**src/rtl/first_fit_heap_allocator_macros.svh**
```systemverilog
// assertion macros for the first-fit heap allocator
// needs i_clk and i_rst_n in the module that uses them
`ifndef FIRST_FIT_HEAP_ALLOCATOR_MACROS_SVH
`define FIRST_FIT_HEAP_ALLOCATOR_MACROS_SVH

// checked only while out of reset
`define FFHA_ASSERT(label, prop, msg) \
    label: assert property (@(posedge i_clk) disable iff (!i_rst_n) prop) else $error(msg);

// checked in every cycle, reset included
`define FFHA_ASSERT_ALWAYS(label, prop, msg) \
    label: assert property (@(posedge i_clk) prop) else $error(msg);

`endif

```
**src/rtl/ffha_pkg.sv**
```systemverilog
// shared types, codes and helpers of the first-fit heap allocator
// no dependencies
`default_nettype none
package ffha_pkg;

    localparam int POOL_WORDS = 1024;
    localparam int AW         = $clog2(POOL_WORDS);
    localparam int SW         = AW + 1;

    typedef enum logic [1:0] {
        K_ALLOC = 2'd0,
        K_FREE  = 2'd1,
        K_SIZE  = 2'd2,
        K_INFO  = 2'd3
    } t_kind;

    typedef enum logic [1:0] {
        ST_DONE = 2'd0,
        ST_ZERO = 2'd1,
        ST_FAIL = 2'd2
    } t_status;

    typedef struct packed {
        logic [1:0]  kind;
        logic [12:0] request_bytes;
        logic [9:0]  handle;
    } t_request;

    typedef struct packed {
        logic [1:0]  status;
        logic [9:0]  block_handle;
        logic [12:0] block_bytes;
        logic [9:0]  free_count;
        logic [12:0] free_bytes;
        logic [12:0] biggest_free_bytes;
        logic [9:0]  used_count;
        logic [12:0] total_bytes;
        logic [6:0]  fill_pct;
        logic [6:0]  scatter_pct;
    } t_result;

    typedef struct packed {
        logic        start;
        logic [16:0] dividend;
        logic [10:0] divisor;
    } t_div_req;

    typedef struct packed {
        logic       done;
        logic [6:0] quotient;
    } t_div_rsp;

    function automatic logic [16:0] f_mul100(input logic [10:0] x);
        logic [16:0] v;
        v = {6'd0, x};
        return (v << 6) + (v << 5) + (v << 2);
    endfunction

    function automatic logic [11:0] f_next(input logic [9:0] w, input logic [10:0] s);
        return {2'd0, w} + 12'd1 + {1'b0, s};
    endfunction

endpackage
`default_nettype wire

```
**src/rtl/ffha_div.sv**
```systemverilog
// restoring divider, one quotient bit per cycle, quotients below 128
// depends on ffha_pkg
`default_nettype none
module ffha_div (
    input  wire logic              i_clk,
    input  wire logic              i_rst_n,
    input  wire ffha_pkg::t_div_req i_req,
    output ffha_pkg::t_div_rsp     o_rsp
);
    import ffha_pkg::*;

    logic        r_busy;
    logic        r_done;
    logic [2:0]  r_cnt;
    logic [16:0] r_rem;
    logic [10:0] r_den;
    logic [6:0]  r_q;
    logic [17:0] w_trial;
    logic        w_ge;

    assign w_trial = {7'd0, r_den} << r_cnt;
    assign w_ge    = {1'b0, r_rem} >= w_trial;

    always_ff @(posedge i_clk) begin
        if (!i_rst_n) begin
            r_busy <= 1'b0;
            r_done <= 1'b0;
        end else begin
            r_done <= 1'b0;
            if (i_req.start) begin
                r_busy <= 1'b1;
                r_cnt  <= 3'd6;
                r_rem  <= i_req.dividend;
                r_den  <= i_req.divisor;
                r_q    <= '0;
            end else if (r_busy) begin
                if (w_ge) begin
                    r_rem        <= r_rem - w_trial[16:0];
                    r_q[r_cnt]   <= 1'b1;
                end
                if (r_cnt == 3'd0) begin
                    r_busy <= 1'b0;
                    r_done <= 1'b1;
                end else begin
                    r_cnt <= r_cnt - 3'd1;
                end
            end
        end
    end

    assign o_rsp.done     = r_done;
    assign o_rsp.quotient = r_q;

endmodule
`default_nettype wire

```
**config.mk**
```make
export PLATFORM = sky130hd
export DESIGN_NAME = ffha_div
export DESIGN_NICKNAME = d
export VERILOG_FILES = /design/src/rtl/first_fit_heap_allocator_macros.svh /design/src/rtl/ffha_pkg.sv /design/src/rtl/ffha_div.sv
export SDC_FILE = /design/constraint.sdc
export NUM_CORES = 1
export LEC_CHECK = 0
export BUFFER_PORTS_ARGS = -buffer_cell sky130_fd_sc_hd__buf_2
export CELL_PAD_IN_SITES_DETAIL_PLACEMENT = 1
export CELL_PAD_IN_SITES_GLOBAL_PLACEMENT = 2
export CORE_UTILIZATION = 38
export CTS_BUF_LIST = sky130_fd_sc_hd__clkbuf_8
export CTS_CLUSTER_SIZE = 28
export DETAILED_ROUTE_END_ITERATION = 10
export PLACE_DENSITY_LB_ADDON = 0.1
export RECOVER_POWER = 50
export SKIP_CTS_REPAIR_TIMING = 1
export SKIP_LAST_GASP = 1
export SLEW_MARGIN = 40
export SYNTH_ARGS = -nofsm -noshare
export SYNTH_HDL_FRONTEND = slang
export SYNTH_SLANG_ARGS = --single-unit
```
**constraint.sdc**
```tcl
create_clock -name i_clk -period 6.2 [get_ports i_clk]
set_clock_uncertainty 0.1 [all_clocks]
set_input_delay 0.31 -clock i_clk [delete_from_list [all_inputs] [get_ports i_clk]]
set_output_delay 0.31 -clock i_clk [all_outputs]
set_load 0.01 [all_outputs]
```
* After elaboration in Yosys (flattened, before gate mapping) *
Index checks and enable logic that the tools add are counted.
Widths: inputs -> output; s select.

cells by class
  $add $sub $neg = 2
  order comparisons = 3
  equal/unequal tests = 1
  shift-type cells = 1
  multiplexer cells = 13
  bitwise logic cells = 3
  reduce and logical (&&, ||, !) cells = 8

operators with widths
  operator             count
  $mux 17              3
  $ge 17x18->1         1
  $shl 11x3->18        1
  $sub 17x17->17       1
  $mux 7               2
  $or 7x7->7           1
  $mux 3               2
  $reduce_and 3->1     2
  $mux 1               5
  $lt 3x4->1 const B   1
  $reduce_bool 2->1    2
  $demux 1 s3          1
  $ge 3x1->1 const B   1
  $logic_not 3->1      1
  $reduce_or 3->1      1
  $sub 3x1->3 const B  1
  $ne 2x2->1 const B   1
  $not 1->1            2
  $reduce_and 2->1     1
  $logic_and 1x1->1    1

storage, ports and cells
  register bits = 40
  input bits = 31
  output and inout port bits = 8
  word-level logic and storage cells = 37

* Longest topological paths before layout *
  depth in word-level cells = 7
  depth in mapped cells = 13

* Worst setup path before layout *
Ideal clock, no wire load.

  kind = flip-flop to flip-flop
  start = register r_cnt[0]
  end = register r_q[0] (enable)
  setup time = 0.422 ns
  data arrival time = 3.959 ns
  required time = 5.678 ns
  setup slack = 1.719 ns
  cell stages (with the launch flop) = 13
  path buffers = 2
  period minus slack after synthesis = 4.481 ns
  path through = edfxtp_1 buf_2 clkbuf_1 nor2_1 and3_1 ha_1 fa_1 nand2b_1 a21oi_1 a21boi_2 a21oi_2 a2111oi_2 o41ai_2

between the ends
  longest elaborated chain between the ends = 4

RTL lines
  element                             RTL line        source
  start: declaration                  ffha_div.sv:14  logic [2:0] r_cnt;
  start signal: assignment            ffha_div.sv:45  r_cnt <= r_cnt - 3'd1;
  $shl 11x3->18                       ffha_div.sv:21  assign w_trial = {7'd0, r_den} << r_cnt;
  $ge 17x18->1                        ffha_div.sv:22  assign w_ge = {1'b0, r_rem} >= w_trial;
  $reduce_bool 2->1 (no source line)  -
  $reduce_and 3->1 (no source line)   -
  end signal: assignment              ffha_div.sv:35  r_q <= '0;
  end signal: indexed assignment      ffha_div.sv:39  r_q[r_cnt] <= 1'b1;
  end: declaration                    ffha_div.sv:17  logic [6:0] r_q;

No other way between the ends.
A chain may end at the register's enable or synchronous reset.

* Worst setup path in the final report *
  start = register r_cnt[0]
  end = register r_q[4] (enable)

The elaborated chain is that of the path after synthesis.

==> results_dict.tcl <==
set metrics [dict create \
    viasPerCell 5.33 \
    ios 39 \
    wl_per_cell_um 17.5 \
    fin_crit_ns 4.52 \
    worstMarginPinSlew_ns 1.65 \
    post-place-cells 415 \
    slew_violations 43 \
    synth_area_um2 2850 \
    fillers 875 \
    track_usage_pct 21.1 \
    synthDistinctLibCells 53 \
    clk_latency_ns 0.30 \
    ys_warn_count 0 \
    fp.dieW_um 88.7 \
    synthArstFlopShare_pct 0 \
    ir_drop_uv 136 \
    fmax_ghz 0.221 \
    diodes 0 \
    status "complete, but fails checks" \
    ys_dominant_reg_cell "edfxtp_1" \
    io_buffers 38 \
    synth_nets 342 \
    worstSetupPathType "flip-flop to flip-flop" \
    gp_congestion 0.826 \
    worstPathRequired_ns 6.10 \
    finalNetCount 376 \
    clock_tree.root_cell "clkbuf_8" \
    final_cell_area_um2 3240 \
    num_rows 31 \
    rsz0062_at_grt "false" \
    wirelength_um 7410 \
    grt_pass1_vias 2394 \
    grt_max_degree 43 \
    cts_buffers 5 \
    p_per_area_nw_per_um2 282 \
    drive_above_1_share_pct 16.3 \
    clockBufferDepth 2 \
    synthCells 290 \
    start_util_pct 39.3 \
    die-area_um2 7860 \
    finalPower_mw 0.914 \
    placed_area_um2 3130 \
    numClockSinks 40 \
    maxCapViolCount 1 \
    path_clk_slew_ns 0.09 \
    num_vias 2260 \
    cts_tree "yes" \
    critPathArrivalTime_ns 4.41 \
    firstDrtPassIters 4 \
    hold_class "input port to flip-flop" \
    tns_ns 0 \
    startpoint_type "flip-flop" \
    instances_no_fill 424 \
    setup_viol 0 \
    ant_nets 0 \
    antenna_found_initial 0 \
    ys_seq_area_share_pct 41.4 \
    area_growth_pct 13.5 \
    final_hold_viol_count 0 \
    violations "capacitance limit, slew limit" \
    grt_first_pass_wirelength_um 12200 \
    synth_edf_count 38 \
    overflow 0 \
    fin_crit_sh_pct 72.8 \
    multiInputGateArea_um2 1580 \
    register_area_um2 1180 \
    worst-path-max-fanout 18 \
    hpwl_um 5700 \
    cp-end-kind "flip-flop" \
    slew_headroom_pct -10.0 \
    p_leak_nw 1.29 \
    htreeDepth 2 \
    avgSynthCellArea_um2 9.84 \
    drcViolationCount 0 \
    dieHeight_um 88.7 \
    drt_iter0_drc 73 \
    ys_ff_latch 40 \
    core_um2 7250 \
]
-- per-stage QoR --
stage | worst slack (ns) | util [%] | hold WS (ns)
final | 1.68 | 44.7 | 0.0828
after global routing | 1.31 | 44.7 | 0.0690
after CTS | 1.40 | 44.7 | 0.0705
after detailed placement | 1.42 | 43.2 | 0.389
after global placement | 1.63 | 43.2 | 0.388
after floorplan | 1.72 | - | 0.309
-- registers in the layout (all words and copies together) (netlist names) --
signal  flops
r_cnt       3
r_q         7
r_rem      17
r_done      1
r_den      11
r_busy      1
-- worst max-delay path, cell delays in order, from the launching register on --
cell       delay (ns)
edfxtp_1         0.82
clkinv_1         0.46
nor2_1           0.28
nand2_1          0.08
o21ai_0          0.11
mux2i_1          0.14
ha_1             0.39
and3_4           0.24
and3_2           0.19
a21boi_2         0.08
a21oi_2          0.21
a2111oi_2        0.08
o41ai_4          0.52
buf_4            0.26
buf_4            0.25
-- metal layers --
metal,vias up,GRT usage (%),part of all wire (%)
met2,26,34.5,48
met3,4,3.36,2.0
li1,1145,-,-
met1,1085,28.9,50
met4,0,5.87,0.82
met5,-,0,0
-- power breakdown --
part / leakage (nW) / internal (mW) / switching [mW] / total, mW
registers: 0.377 / 0.334 / 0.0200 / 0.354
clock network: 0.0558 / 0.119 / 0.103 / 0.223
logic: 0.854 / 0.143 / 0.194 / 0.337
-- layout make-up --
cell class              count  share of cell area, %
well taps                  99                   3.82
multi-input cells         224                   48.8
inverters                  13                   1.51
flip-flops and latches     40                   36.5
clock inverters             3                   1.31
clock buffers               5                   2.12
repair buffers             40                   5.99
-- Yosys cell counts, drive strengths merged, types with 2 or more instances --
| master | count | area share, % |
|---|---|---|
| a211oi | 2 | 0.53 |
| a21boi | 2 | 0.66 |
| a21o | 3 | 0.79 |
| a21oi | 27 | 4.9 |
| a31oi | 5 | 1.1 |
| and3 | 4 | 1.1 |
| buf | 4 | 0.75 |
| clkbuf | 9 | 1.2 |
| dfxtp | 2 | 1.4 |
| edfxtp | 38 | 40 |
| ha | 20 | 8.8 |
| inv | 12 | 1.6 |
| mux2 | 3 | 1.2 |
| mux2i | 12 | 4.2 |
| mux4 | 4 | 3.2 |
| nand2 | 37 | 4.9 |
| nand2b | 3 | 0.66 |
| nand3 | 3 | 0.53 |
| nand4 | 3 | 0.66 |
| nor2 | 21 | 2.8 |
| nor2b | 6 | 1.3 |
| nor3 | 4 | 0.70 |
| nor3b | 2 | 0.53 |
| nor4b | 2 | 0.61 |
| o211ai | 4 | 1.1 |
| o21a | 4 | 1.1 |
| o21ai | 22 | 3.9 |
| o31ai | 3 | 0.79 |
| o41ai | 2 | 0.88 |
| or3 | 2 | 0.44 |
| xnor2 | 8 | 2.5 |
| xor2 | 4 | 1.2 |
-- path summary, 6_finish.rpt --
path	start	endpoint	slack, ns	depth (start not counted)
worst max-delay path	r_cnt[0]	r_q[4]	1.68	14
worst min-delay path	i_req[8]	r_den[8]	0.08	1
worst max register to register	r_cnt[0]	r_q[4]	1.68	14
worst min register to register	r_busy	r_busy	0.46	2
-- placed cells by master, fill, tap and decap left out, types with 3 or more instances in the layout --
cell      synthesis  final
nand2_1          37     37
o21ai_0          21     21
mux2_2            3      3
ha_1             20     20
mux4_2            4      4
mux2i_1          12     12
a31oi_1           5      5
o21a_1            4      4
nor3_1            4      4
a21o_1            3      3
clkbuf_1          9      9
inv_1            12     12
clkbuf_8          0      5
nor2b_1           6      6
o31ai_1           3      3
nand3_1           3      3
nand4_1           3      3
buf_2             2     29
nor2_1           21     21
edfxtp_1         38     38
a21oi_1          26     26
xnor2_1           8      8
o211ai_1          4      4
nand2b_1          3      3
xor2_1            4      4
-- cell families after synthesis --
logic type      synth area share [%]
buf+inv                         3.64
mux                             8.55
simple gates                    14.9
flops                           41.4
xor+xnor                        3.68
fa+ha+maj                       9.47
compound gates                  18.4
(Power assumes the default switching activity.)
